`config.mk`:
```
export PLATFORM = sky130hd
export DESIGN_NAME = mmio_tty_with_dma_and_rx_fifo_top
export DESIGN_NICKNAME = d
export VERILOG_FILES = /design/src/rtl/mtty_pkg.sv /design/src/rtl/mtty_ram.sv /design/src/rtl/mtty_rxq.sv /design/src/rtl/mmio_tty_with_dma_and_rx_fifo_top.sv
export SDC_FILE = /design/constraint.sdc
export NUM_CORES = 2
export LEC_CHECK = 0
export ABC_CLOCK_PERIOD_IN_PS = 4200
export CORE_MARGIN = 1.5
export CORE_UTILIZATION = 45
export DETAILED_ROUTE_END_ITERATION = 6
export DONT_BUFFER_PORTS = 1
export GPL_TIMING_DRIVEN = 0
export SKIP_LAST_GASP = 1
export SYNTH_ARGS = -nofsm -noshare
export SYNTH_HDL_FRONTEND = slang
export SYNTH_SLANG_ARGS = --single-unit
```
`constraint.sdc`:
```
create_clock -name clk -period 4.2 [get_ports clk]
set_input_delay 0.63 -clock clk [delete_from_list [all_inputs] [get_ports clk]]
set_output_delay 0.63 -clock clk [all_outputs]
set_load 0.02 [all_outputs]
```
`src/rtl/mtty_pkg.sv`:
```
// ----------------------------------------------------------------------------
// mtty_pkg
// Shared codes and types for the console port with DMA and receive FIFO.
// ----------------------------------------------------------------------------
package mtty_pkg;

  // Item kinds on the input channel
  localparam logic [2:0] CMD_BUS_RD  = 3'd0;
  localparam logic [2:0] CMD_BUS_WR  = 3'd1;
  localparam logic [2:0] CMD_RX_BYTE = 3'd2;
  localparam logic [2:0] CMD_MEM_DAT = 3'd3;
  localparam logic [2:0] CMD_STEP    = 3'd4;

  // Register offsets
  localparam logic [5:0] OFF_PUT_CHAR = 6'h00;
  localparam logic [5:0] OFF_BYTES    = 6'h04;
  localparam logic [5:0] OFF_COMMAND  = 6'h08;
  localparam logic [5:0] OFF_PTR_LO   = 6'h10;
  localparam logic [5:0] OFF_LEN      = 6'h14;
  localparam logic [5:0] OFF_PTR_HI   = 6'h18;
  localparam logic [5:0] OFF_VERSION  = 6'h20;

  // Command numbers written to the command register
  localparam logic [31:0] OP_IRQ_DIS = 32'h0;
  localparam logic [31:0] OP_IRQ_EN  = 32'h1;
  localparam logic [31:0] OP_DMA_TX  = 32'h2;
  localparam logic [31:0] OP_DMA_RX  = 32'h3;

  localparam logic [31:0] VERSION = 32'h1;

  // DMA job state
  localparam logic [1:0] JOB_IDLE = 2'd0;
  localparam logic [1:0] JOB_TX   = 2'd2;
  localparam logic [1:0] JOB_RX   = 2'd3;

  // Queue control from the register logic to the receive queue
  typedef struct packed {
    logic push;
    logic pop;
  } mtty_q_ctl_t;

endpackage

```
`src/rtl/mtty_ram.sv`:
```
// ----------------------------------------------------------------------------
// mtty_ram
// Generic simple dual-port RAM: one write port, one read port, registered read.
// ----------------------------------------------------------------------------
module mtty_ram #(
  parameter int WIDTH = 8,
  parameter int DEPTH = 128
) (
  input  logic                     clk,
  input  logic                     we,
  input  logic [$clog2(DEPTH)-1:0] waddr,
  input  logic [WIDTH-1:0]         wdata,
  input  logic                     re,
  input  logic [$clog2(DEPTH)-1:0] raddr,
  output logic [WIDTH-1:0]         rdata
);

  logic [WIDTH-1:0] mem [DEPTH];

  always_ff @(posedge clk) begin
    if (we) begin
      mem[waddr] <= wdata;
    end
    if (re) begin
      rdata <= mem[raddr];
    end
  end

endmodule

```
`src/rtl/mtty_rxq.sv`:
```
// ----------------------------------------------------------------------------
// mtty_rxq
// Receive queue: head and count registers around the byte store RAM.
// ----------------------------------------------------------------------------
module mtty_rxq
  import mtty_pkg::*;
#(
  parameter int FIFO_DEPTH = 128
) (
  input  logic                             clk,
  input  logic                             rst_n,
  input  mtty_q_ctl_t                      ctl,
  input  logic [7:0]                       push_byte,
  output logic [$clog2(FIFO_DEPTH+1)-1:0]  count,
  output logic [$clog2(FIFO_DEPTH+1)-1:0]  count_nxt,
  output logic [7:0]                       pop_byte
);

  localparam int AW = $clog2(FIFO_DEPTH);
  localparam int CW = $clog2(FIFO_DEPTH + 1);
  localparam logic [CW:0]   DEPTH_S = (CW + 1)'(FIFO_DEPTH);
  localparam logic [AW-1:0] LAST_A  = AW'(FIFO_DEPTH - 1);

  logic [AW-1:0] head_r, head_nxt;
  logic [CW-1:0] count_r;
  logic [CW:0]   pos_sum;
  logic [CW:0]   pos_wrap;
  logic [AW-1:0] wr_addr;

  // Tail position, wrapped once
  assign pos_sum  = (CW + 1)'(head_r) + (CW + 1)'(count_r);
  assign pos_wrap = (pos_sum >= DEPTH_S) ? pos_sum - DEPTH_S : pos_sum;
  assign wr_addr  = pos_wrap[AW-1:0];

  always_comb begin
    head_nxt  = head_r;
    count_nxt = count_r;
    if (ctl.pop) begin
      head_nxt = (head_r == LAST_A) ? '0 : head_r + 1'b1;
    end
    if (ctl.push && !ctl.pop) begin
      count_nxt = count_r + 1'b1;
    end else if (ctl.pop && !ctl.push) begin
      count_nxt = count_r - 1'b1;
    end
  end

  always_ff @(posedge clk) begin
    if (!rst_n) begin
      head_r  <= '0;
      count_r <= '0;
    end else begin
      head_r  <= head_nxt;
      count_r <= count_nxt;
    end
  end

  assign count = count_r;

  mtty_ram #(
    .WIDTH (8),
    .DEPTH (FIFO_DEPTH)
  ) u_store (
    .clk   (clk),
    .we    (ctl.push),
    .waddr (wr_addr),
    .wdata (push_byte),
    .re    (ctl.pop),
    .raddr (head_r),
    .rdata (pop_byte)
  );

endmodule

```
`src/rtl/mmio_tty_with_dma_and_rx_fifo_top.sv`:
```
// ----------------------------------------------------------------------------
// mmio_tty_with_dma_and_rx_fifo_top
// Console port with 32-bit register window, receive FIFO and byte DMA.
// ----------------------------------------------------------------------------
// The block takes one item per clock and returns exactly one result item for
// each, one register stage deep: at the accepting edge all register state
// (interrupt, DMA pointer and length, job address and remaining count, FIFO
// head and count) is updated and the result is loaded into the output
// register; the FIFO store is a RAM with a registered read, so the byte that
// a receive DMA step pops appears on out_mem_wdata straight from the RAM read
// register together with that result. in_ready is high whenever the output
// register is empty or is being drained in the same cycle, so a stream of
// items runs at one per cycle as long as the result side takes one per cycle.
// out_valid rises in the cycle after the accept. No clearing pass is needed
// after reset: only entries counted in the FIFO are ever read.
// ----------------------------------------------------------------------------
module mmio_tty_with_dma_and_rx_fifo_top
  import mtty_pkg::*;
#(
  parameter int FIFO_DEPTH = 128
) (
  input  logic        clk,
  input  logic        rst_n,
  input  logic        in_valid,
  output logic        in_ready,
  input  logic [2:0]  in_cmd,
  input  logic [5:0]  in_reg_offset,
  input  logic [31:0] in_wdata,
  input  logic [7:0]  in_rx_byte,
  input  logic [7:0]  in_mem_byte,
  output logic        out_valid,
  input  logic        out_ready,
  output logic [31:0] out_rdata,
  output logic        out_tx_valid,
  output logic [7:0]  out_tx_out,
  output logic        out_mem_rd_req,
  output logic        out_mem_wr_req,
  output logic [63:0] out_mem_addr,
  output logic [7:0]  out_mem_wdata,
  output logic        out_irq,
  output logic        out_busy_res,
  output logic [7:0]  out_rx_free,
  output logic        out_rx_overflow
);

  localparam int CW = $clog2(FIFO_DEPTH + 1);
  localparam logic [CW-1:0] DEPTH_C = CW'(FIFO_DEPTH);

  // Control state
  logic        irq_en_r, irq_en_nxt;
  logic        irq_r, irq_nxt;
  logic [1:0]  kind_r, kind_nxt;
  logic        ovalid_r, ovalid_nxt;
  // Register payload
  logic [63:0] ptr_r, ptr_nxt;
  logic [31:0] len_r, len_nxt;
  logic [63:0] jaddr_r, jaddr_nxt;
  logic [31:0] jrem_r, jrem_nxt;

  // Result register
  logic [31:0] rdata_r, rdata_nxt;
  logic        txv_r, txv_nxt;
  logic [7:0]  txo_r, txo_nxt;
  logic        rd_r, rd_nxt;
  logic        wr_r, wr_nxt;
  logic [63:0] addr_r, addr_nxt;
  logic [7:0]  free_r, free_nxt;
  logic        ovf_r, ovf_nxt;

  logic          accept;
  mtty_q_ctl_t   qctl;
  logic [CW-1:0] q_count, q_count_nxt;
  logic [7:0]    q_pop_byte;
  logic [CW-1:0] free_cnt;
  logic [CW+7:0] free_ext;
  logic [CW+31:0] count_ext;
  logic          fifo_full, fifo_empty;

  assign in_ready = !ovalid_r || out_ready;
  assign accept   = in_valid && in_ready;

  assign fifo_full  = (q_count == DEPTH_C);
  assign fifo_empty = (q_count == '0);

  // Queue control: push on a received byte with room, pop on a receive step with bytes left and a non-empty FIFO
  always_comb begin
    qctl.push = accept && (in_cmd == CMD_RX_BYTE) && !fifo_full;
    qctl.pop  = accept && (in_cmd == CMD_STEP) && (kind_r == JOB_RX) &&
                (jrem_r != '0) && !fifo_empty;
  end

  assign free_cnt  = DEPTH_C - q_count_nxt;
  assign free_ext  = {8'b0, free_cnt};
  assign count_ext = {32'b0, q_count};

  always_comb begin
    irq_en_nxt = irq_en_r;
    irq_nxt    = irq_r;
    kind_nxt   = kind_r;
    ptr_nxt    = ptr_r;
    len_nxt    = len_r;
    jaddr_nxt  = jaddr_r;
    jrem_nxt   = jrem_r;
    rdata_nxt  = '0;
    txv_nxt    = 1'b0;
    txo_nxt    = '0;
    rd_nxt     = 1'b0;
    wr_nxt     = 1'b0;
    addr_nxt   = '0;
    ovf_nxt    = 1'b0;
    case (in_cmd)
      CMD_BUS_RD: begin
        if (in_reg_offset == OFF_BYTES) begin
          rdata_nxt = count_ext[31:0];
        end else if (in_reg_offset == OFF_VERSION) begin
          rdata_nxt = VERSION;
        end
      end
      CMD_BUS_WR: begin
        // Drop all register writes while a job runs
        if (kind_r == JOB_IDLE) begin
          case (in_reg_offset)
            OFF_PUT_CHAR: begin
              txv_nxt = 1'b1;
              txo_nxt = in_wdata[7:0];
            end
            OFF_COMMAND: begin
              case (in_wdata)
                OP_IRQ_DIS: begin
                  if (irq_en_r) begin
                    if (!fifo_empty) begin
                      irq_nxt = 1'b0;
                    end
                    irq_en_nxt = 1'b0;
                  end
                end
                OP_IRQ_EN: begin
                  if (!irq_en_r) begin
                    if (!fifo_empty) begin
                      irq_nxt = 1'b1;
                    end
                    irq_en_nxt = 1'b1;
                  end
                end
                OP_DMA_TX: begin
                  jaddr_nxt = ptr_r;
                  jrem_nxt  = len_r;
                  kind_nxt  = (len_r != '0) ? JOB_TX : JOB_IDLE;
                end
                OP_DMA_RX: begin
                  jaddr_nxt = ptr_r;
                  jrem_nxt  = len_r;
                  if (len_r == '0 || fifo_empty) begin
                    kind_nxt = JOB_IDLE;
                    if (irq_en_r && fifo_empty) begin
                      irq_nxt = 1'b0;
                    end
                  end else begin
                    kind_nxt = JOB_RX;
                  end
                end
                default: begin
                end
              endcase
            end
            OFF_PTR_LO: ptr_nxt = {32'b0, in_wdata};
            OFF_PTR_HI: ptr_nxt = {in_wdata, ptr_r[31:0]};
            OFF_LEN:    len_nxt = in_wdata;
            default: begin
            end
          endcase
        end
      end
      CMD_RX_BYTE: begin
        ovf_nxt = fifo_full;
        // FIFO is never empty after a received byte
        if (irq_en_r) begin
          irq_nxt = 1'b1;
        end
      end
      CMD_MEM_DAT: begin
        txv_nxt = 1'b1;
        txo_nxt = in_mem_byte;
      end
      CMD_STEP: begin
        if (kind_r == JOB_TX) begin
          if (jrem_r != '0) begin
            rd_nxt    = 1'b1;
            addr_nxt  = jaddr_r;
            jaddr_nxt = jaddr_r + 64'd1;
            jrem_nxt  = jrem_r - 32'd1;
          end
          if (jrem_r <= 32'd1) begin
            kind_nxt = JOB_IDLE;
          end
        end else if (kind_r == JOB_RX) begin
          if (qctl.pop) begin
            wr_nxt    = 1'b1;
            addr_nxt  = jaddr_r;
            jaddr_nxt = jaddr_r + 64'd1;
            jrem_nxt  = jrem_r - 32'd1;
          end
          if (jrem_nxt == '0 || q_count_nxt == '0) begin
            kind_nxt = JOB_IDLE;
            if (irq_en_r && q_count_nxt == '0) begin
              irq_nxt = 1'b0;
            end
          end
        end
      end
      default: begin
      end
    endcase
    free_nxt = free_ext[7:0];
  end

  assign ovalid_nxt = accept ? 1'b1 : (out_ready ? 1'b0 : ovalid_r);

  always_ff @(posedge clk) begin
    if (!rst_n) begin
      irq_en_r <= 1'b0;
      irq_r    <= 1'b0;
      kind_r   <= JOB_IDLE;
      ovalid_r <= 1'b0;
      ptr_r    <= '0;
      len_r    <= '0;
      jaddr_r  <= '0;
      jrem_r   <= '0;
    end else begin
      ovalid_r <= ovalid_nxt;
      if (accept) begin
        irq_en_r <= irq_en_nxt;
        irq_r    <= irq_nxt;
        kind_r   <= kind_nxt;
        ptr_r    <= ptr_nxt;
        len_r    <= len_nxt;
        jaddr_r  <= jaddr_nxt;
        jrem_r   <= jrem_nxt;
      end
    end
  end

  // Result register: load on accept, hold otherwise
  always_ff @(posedge clk) begin
    if (accept) begin
      rdata_r <= rdata_nxt;
      txv_r   <= txv_nxt;
      txo_r   <= txo_nxt;
      rd_r    <= rd_nxt;
      wr_r    <= wr_nxt;
      addr_r  <= addr_nxt;
      free_r  <= free_nxt;
      ovf_r   <= ovf_nxt;
    end
  end

  mtty_rxq #(
    .FIFO_DEPTH (FIFO_DEPTH)
  ) u_rxq (
    .clk       (clk),
    .rst_n     (rst_n),
    .ctl       (qctl),
    .push_byte (in_rx_byte),
    .count     (q_count),
    .count_nxt (q_count_nxt),
    .pop_byte  (q_pop_byte)
  );

  // Interrupt and busy are read from the registers after the item; they
  // only change on accept, so they hold with the rest of the result.
  assign out_valid       = ovalid_r;
  assign out_rdata       = rdata_r;
  assign out_tx_valid    = txv_r;
  assign out_tx_out      = txo_r;
  assign out_mem_rd_req  = rd_r;
  assign out_mem_wr_req  = wr_r;
  assign out_mem_addr    = addr_r;
  assign out_mem_wdata   = wr_r ? q_pop_byte : 8'h00;
  assign out_irq         = irq_r;
  assign out_busy_res    = (kind_r != JOB_IDLE);
  assign out_rx_free     = free_r;
  assign out_rx_overflow = ovf_r;

endmodule

```
# --- Word level (Yosys, flattened, before mapping) ---
# Memories as Yosys holds them, arrays and structs flattened. A register that Yosys moved wholly into a read port is not among the register bits.
# Index checks and enable logic that the tools add are counted.
classes:
  shifts: 0
  n_mux: 69
  reduce_logical: 47
  bitwise: 4
  eq_ne: 38
  order_cmp: 2
  n_addsub: 8
  mul: 0
  div: 0
ops:
  columns: ["op", "n"]
  rows:
  - ["64-bit two-way mux", 11]
  - ["32-bit two-way mux", 10]
  - ["64-bit case mux with 2 select lines", 2]
  - ["32-bit logical NOT", 3]
  - ["64-bit by 1-bit adder with 64-bit output (second input constant)", 1]
  - ["32-bit by 2-bit == test with 1-bit output (second input constant)", 2]
  - ["32-bit case mux with 2 select lines", 1]
  - ["32-bit nonzero test", 2]
  - ["8-bit two-way mux", 6]
  - ["32-bit by 1-bit == test with 1-bit output (second input constant)", 1]
  - ["32-bit by 1-bit <= comparator with 1-bit output (second input constant)", 1]
  - ["32-bit by 1-bit subtractor with 32-bit output (second input constant)", 1]
  - ["1-bit two-way mux", 22]
  - ["3-bit inequality test (second input constant)", 7]
  - ["6-bit by 5-bit == test with 1-bit output (second input constant)", 3]
  - ["8-bit logical NOT", 2]
  - ["2-bit two-way mux", 8]
  - ["8-bit case mux with 2 select lines", 1]
  - ["16-bit AND reduction", 1]
  - ["8-bit AND reduction", 2]
  - ["7-bit two-way mux", 2]
  - ["1-bit logical AND", 11]
  - ["2-bit inequality test (second input constant)", 5]
  - ["5-bit AND reduction", 2]
  - ["36 further kinds", 61]
totals:
  latch_bits: 0
  rom_bits: 0
  register_bits: 328
  elab_cells: 189
  ram_bits: 1024
  memories: 1
  out_inout_bits: 128
mem_list:
  columns: ["memory", "words", "word_bits", "read_ports", "rd_clocked_by_memory_dff", "write_ports", "line_no", "text"]
  rows:
  - ["u_rxq.u_store.mem", 128, 8, 1, 1, 1, "mtty_ram.sv:18", "logic [WIDTH-1:0] mem [DEPTH];"]

# --- Depth between registers and ports, before layout ---
depth:
  ltp_word: 17
  mapped_depth: 19
  depth_no_buf: 17

# --- Cells and area by module ---
# From an unflattened synthesis, not the netlist that was laid out.
hier_totals:
  cells_unflattened: 3523
  area_unflattened_um2: 55627.1
by_module_without_submodules:
  columns: ["module", "seq_area_each_um2", "area_per_inst_um2", "cells_each", "instances"]
  rows:
  - ["mtty_ram", 30989.7, 39745.6, 1635, 1]
  - ["mmio_tty_with_dma_and_rx_fifo_top", 6706.4, 14741.6, 1757, 1]
  - ["mtty_rxq", 300.3, 1139.8, 131, 1]

# --- Least setup slack after synthesis ---
# Ideal clock, no wire load.
synth_path:
  path_type: "input-to-reg"
  startpoint: "in out_ready"
  endpoint: "reg irq_r (netlist: out_irq)"
  t_required_ns: 4.078
  t_arrival_ns: 4.673
  slack_ns: -0.594
  path_stages: 13
  path_cell_list: "nand2b_1 nand2_1 inv_1 nand3_1 a211oi_1 a21oi_1 inv_1 ha_1 nand2_1 mux2i_1 and4bb_1 a21oi_1 o311a_1"
synth_via:
  elab_chain_len: 14
  elab_cells_between_ends: 25
  classes_between: "eq/ne (2); mux (6); reduce/logical (17)"
synth_lines:
  columns: ["item", "line_no", "text"]
  rows:
  - ["from (decl)", "mmio_tty_with_dma_and_rx_fifo_top.sv:32", "input logic out_ready,"]
  - ["1-bit logical OR *", "mmio_tty_with_dma_and_rx_fifo_top.sv:79", "assign in_ready = !ovalid_r || out_ready;"]
  - ["1-bit logical AND *", "mmio_tty_with_dma_and_rx_fifo_top.sv:80", "assign accept = in_valid && in_ready;"]
  - ["net accept", "mmio_tty_with_dma_and_rx_fifo_top.sv:70", "logic accept;"]
  - ["1-bit logical AND (3 in a row)", "mmio_tty_with_dma_and_rx_fifo_top.sv:88", "qctl.pop = accept && (in_cmd == CMD_STEP) && (kind_r == JOB_RX) &&"]
  - ["1-bit logical AND", "mmio_tty_with_dma_and_rx_fifo_top.sv:89", "(jrem_r != '0) && !fifo_empty;"]
  - ["32-bit two-way mux", "mmio_tty_with_dma_and_rx_fifo_top.sv:197", "if (qctl.pop) begin"]
  - ["32-bit two-way mux", "mmio_tty_with_dma_and_rx_fifo_top.sv:196", "end else if (kind_r == JOB_RX) begin"]
  - ["32-bit two-way mux", "mmio_tty_with_dma_and_rx_fifo_top.sv:186", "if (kind_r == JOB_TX) begin"]
  - ["32-bit two-way mux", "mmio_tty_with_dma_and_rx_fifo_top.sv:111", "case (in_cmd)"]
  - ["32-bit logical NOT", "mmio_tty_with_dma_and_rx_fifo_top.sv:203", "if (jrem_nxt == '0 || q_count_nxt == '0) begin"]
  - ["1-bit logical OR", "mmio_tty_with_dma_and_rx_fifo_top.sv:203", null]
  - ["2-bit by 1-bit inequality test with 1-bit output (no line)", null, null]
  - ["16-bit AND reduction (no line) *", null, null]
  - ["to (signal assigned)", "mmio_tty_with_dma_and_rx_fifo_top.sv:233", "irq_r <= irq_nxt;"]
  - ["to (decl)", "mmio_tty_with_dma_and_rx_fifo_top.sv:51", "logic irq_r, irq_nxt;"]
# The timed path passes the listed nets; every way through them passes the cells marked *. The select of a mux whose other input is x is not followed.
# A chain may end at the register's enable or synchronous reset.

# --- Worst setup path in the final report ---
layout_path:
  startpoint: "reg u_rxq.count_r[0] (netlist: u_rxq.count[0])"
  endpoint: "mem u_rxq.u_store.mem[79][6] (enable)"
layout_via:
  elab_chain_len: 5
  elab_cells_between_ends: 9
  classes_between: "add/sub (2); order compare (1); eq/ne (1); mux (3); reduce/logical (2)"
layout_lines:
  columns: ["item", "line_no", "text"]
  rows:
  - ["from (decl)", "mtty_rxq.sv:25", "logic [CW-1:0] count_r;"]
  - ["from (signal assigned)", "mtty_rxq.sv:54", "count_r <= count_nxt;"]
  - ["branches (longest 5 deep; another with 7-bit by 8-bit adder with 9-bit output)", null, null]
  - ["to (decl)", "mtty_ram.sv:18", null]
# Parallel ways; which one is timed is not known.

==> qor.yml <==
floorplan:
  initial_core_util_pct: 45.4
  io_pins: 189
  die_area_mm2: 0.125
  num_rows: 128
  die_height_um: 353
  core_mm2: 0.122
  die_w_um: 353
grt:
  use_met1_pct: 36.1
  antenna_found_initial: 6
  grt_util_met2_pct: 42.3
  grt_overflow: 0
  grt_first_pass_wirelength_um: 239000
  grt_pass1_vias: 33200
  grt.met3_usage_pct: 5.47
  grt-busiest-layer: "met2"
  grt_max_degree: 129
  grt_usage_pct: 26.9
pwr:
  seq_power_share_pct: 53.0
  p_leak_uw: 0.0191
  pwr-share-comb_pct: 2.5
  p_per_area_mw_per_mm2: 436
  switching_share_pct: 21.9
  pwr-share-clk_pct: 44.5
  p_sw_uw: 5990
  peakVddDrop_uv: 513
  intPower_uw: 21400
route:
  first_pass_iters: 7
  drt_iter0_drc: 4666
  viasPerCell: 6.23
  postRouteAntennaNets: 0
  wl_per_cell_um: 30.8
  totalWireLength_um: 169000
  drc_errors: 1
  via_count: 34200
critical_path:
  reg2reg_depth: 11
  cp_max_fo: 8
  path_class: "reg2reg"
  arrival_ps: 4580
  slowest_delay_ps: 800
  crit_path_top_delay_cell: "nor2_1"
  cp.required_ps: 4610
  cp_num_buf_inv: 0
  r2r_start: "u_rxq.count[0]"
  path_cells: "ha_1 -> fa_1 -> a21oi_1 -> nor2_1 -> nor2_1 -> o21bai_1 -> a21oi_1 -> xnor2_1 -> nor2_1 -> nand2_1 -> nor2_1"
  crit_top_cell: "nor2_1"
  r2r_setup_slack_ps: 30
  reg2reg_to: "u_rxq.u_store.mem[79][6]"
  crit_path_end_kind: "flip-flop"
  start_kind: "flip-flop"
  critPathTopFamily: "simple AND/OR/NAND/NOR gates"
timing:
  slew_headroom_pct: -8.44
  period_share_pct: 99.4
  fin_crit_ps: 4170
  finalHoldViolCount: 0
  fmax_ghz: 0.240
  setup_tns_ps: 0
  slew_violations: 6
  holdWs_ps: 49.0
  fin_ws_ps: 25.1
  tightest_slew_ps: 1610
  rsz0062_at_grt: "true"
  skew_ps: 26.5
  setup_viol: 0
placement:
  place.gp.congestion: 0.970
  preCtsSetupSlack_ps: -991
  dp.cells: 5178
  hpwl_um: 111000
  io_buffers: 0
synth:
  synthArstFlopShare_pct: 0
  synth_top_cell_by_area: "edfxtp_1"
  yosysWarnings: 0
  synth.area.top_cells: "edfxtp_1 (61%), mux4_2 (14%), dfxtp_1 (7.7%)"
  syn-instance-count: 3527
  synth.cell_area_mm2: 0.0552
  ys_types: 85
  yosys_register_bits: 1336
  synth_top_area_share_pct: 61.1
  ys_seq_area_share_pct: 68.8
  synthFlopType: "edfxtp_1"
  synth.avg_cell_area_um2: 15.7
  synth_edf_count: 1124
cells_and_area:
  drive_gt1_share_pct: 19.5
  utilization_pct: 51.7
  final_cells: 5483
  nets: 3818
  area_delta_synth_final_pct: 13.9
clock_tree:
  cts_buffer_depth: 3
  cts_sinks: 1336
  root_buffer: "clkbuf_16"
  cts_max_level: 4
  cts_buffers: 141
  cts_tree: "built"
  clkTransAtPathRegs_ps: 60
  clock_latency_ps: 800
status:
  violations: "design-rule violations, max-capacitance violations, max-slew violations"
  status: "complete, but fails checks"
hold_path:
  min_path_cells: 2
  hold_path_class: "in2reg"
  hold_end: "ptr_r[42]"
  hold_start: "in_wdata[10]"
job:
  drv_cap: 1
==> cell type report <==
type | instances | area (um2)
Multi-Input combinational cell | 1941 | 16400
Tap cell | 1625 | 2030
Fill cell | 10200 | 58800
Timing Repair inverter | 1 | 5.00
Antenna cell | 2 | 5.00
Timing Repair Buffer | 48 | 629
Clock inverter | 73 | 706
Inverter | 23 | 90.1
Buffer | 249 | 1230
Sequential cell | 1336 | 38000
Clock buffer | 185 | 3810
==> through the flow <==
| step | area, um2 | power [uW] |
|---|---|---|
| 2_1_floorplan | 55300 | 15100 |
| 3_3_place_gp | 57400 | 15200 |
| 3_5_place_dp | 57400 | 15200 |
| 4_1_cts | 62800 | 27500 |
| 5_1_grt | 62900 | 28100 |
| 6_report | 62900 | 27400 |
==> sequential cells by signal, summed over array words and instances, names as in the netlist <==
register and count:
out_rx_overflow 1, out_rx_free 8, u_rxq.head_r 7, ptr_r 64
jaddr_r 64, jrem_r 32, u_rxq.u_store.rdata 8, out_irq 1
out_mem_wr_req 1, u_rxq.count 8, out_tx_valid 1, out_mem_rd_req 1
len_r 32, out_tx_out 8, kind_r 2, u_rxq.u_store.mem 1024
irq_en_r 1, out_valid 1, out_mem_addr 64, out_rdata 8
==> placed cells by master (no fill, tap or decap), types with 10 or more instances in the layout <==
master,Yosys,routed
o31ai_1,15,15
dfxtp_1,212,211
conb_1,1,24
and2_1,86,86
clkbuf_16,0,144
clkbuf_1,175,190
or3_1,16,16
a21oi_1,224,223
xor2_1,13,13
clkinv_1,1,25
a22oi_1,14,14
a211oi_1,27,27
dlygate4sd3_1,0,32
o221a_2,13,13
nor3_1,50,47
buf_4,24,31
xnor2_1,21,21
edfxtp_1,1124,1124
buf_1,34,10
o21ai_0,98,97
clkbuf_2,0,18
mux4_2,336,336
ha_1,15,15
clkdlybuf4s15_2,0,14
or4_1,10,10
nor4_1,34,34
clkinv_2,0,28
and3_1,18,18
inv_1,21,20
nand4_1,37,37
buf_2,15,19
nand3_1,124,124
nor2_1,305,238
nand2b_1,13,13
a31oi_1,27,27
nand2_1,271,271
nor2_2,0,62
o22ai_1,17,17
==> routing by layer <==
| layer | wire length [um] | up-vias |
|---|---|---|
| met5 | 36 | - |
| met4 | 8330 | 4 |
| met3 | 15400 | 432 |
| met2 | 79400 | 1925 |
| met1 | 65600 | 17500 |
| li1 | - | 14300 |
==> worst max-delay path by stage <==
stage / start / endpoint / slack [ps] / cells past startpoint
3_5_place_dp: in_cmd[1] / u_rxq.u_store.mem[55][0] / -990 / 8
3_3_place_gp: out_ready / u_rxq.u_store.mem[64][3] / -1870 / 8
6_report: u_rxq.count[0] / u_rxq.u_store.mem[79][6] / 30 / 11
4_1_cts: out_valid / u_rxq.u_store.mem[70][5] / -90 / 8
5_1_grt: u_rxq.count[0] / u_rxq.u_store.mem[45][6] / -110 / 11
2_1_floorplan: out_ready / kind_r[0] / 10 / 14
==> cells in the mapped netlist (all sizes together), types with 16 or more instances <==
| master | count |
|---|---|
| and2 | 86 |
| edfxtp | 1124 |
| nor3 | 55 |
| a211oi | 27 |
| a31oi | 27 |
| o21ai | 103 |
| and3 | 18 |
| nand3 | 125 |
| inv | 22 |
| mux4 | 336 |
| xnor2 | 21 |
| buf | 75 |
| dfxtp | 212 |
| o22ai | 17 |
| nor4 | 36 |
| clkbuf | 175 |
| nand4 | 37 |
| nor2 | 305 |
| or3 | 16 |
| nand2 | 271 |
| a21oi | 224 |
==> kinds of logic (layout without fill, tap and decap cells) <==
kind of cell	count (synthesis)	count (layout)	share of synthesized area (%)
flops	1336	1336	68.8
simple gates	1019	1019	8.84
compound gates	499	499	5.43
mux	349	349	14.0
buf+inv	273	579	2.08
xor+xnor	34	34	0.539
fa+ha+maj	16	16	0.376
other cells	1	26	0.00679
==> power groups by stage <==
stage | sequential (uW) | combinational (uW) | clock [uW]
2_1_floorplan | 14800 | 262 | 0
3_3_place_gp | 14800 | 405 | 0
3_5_place_dp | 14800 | 414 | 0
4_1_cts | 14500 | 663 | 12300
5_1_grt | 14500 | 711 | 12800
6_report | 14500 | 684 | 12200
==> what timing repair did <==
item                       in CTS  in global routing
cloned                          0                  1
hold endpoints to repair     1109                  0
setup endpoints to repair     695                651
hold buffers                   40                  0
buffers inserted                5                  0
pin swaps                       3                  0
resized for setup             116                 63
No activity file was read; power rests on OpenSTA's default activity.
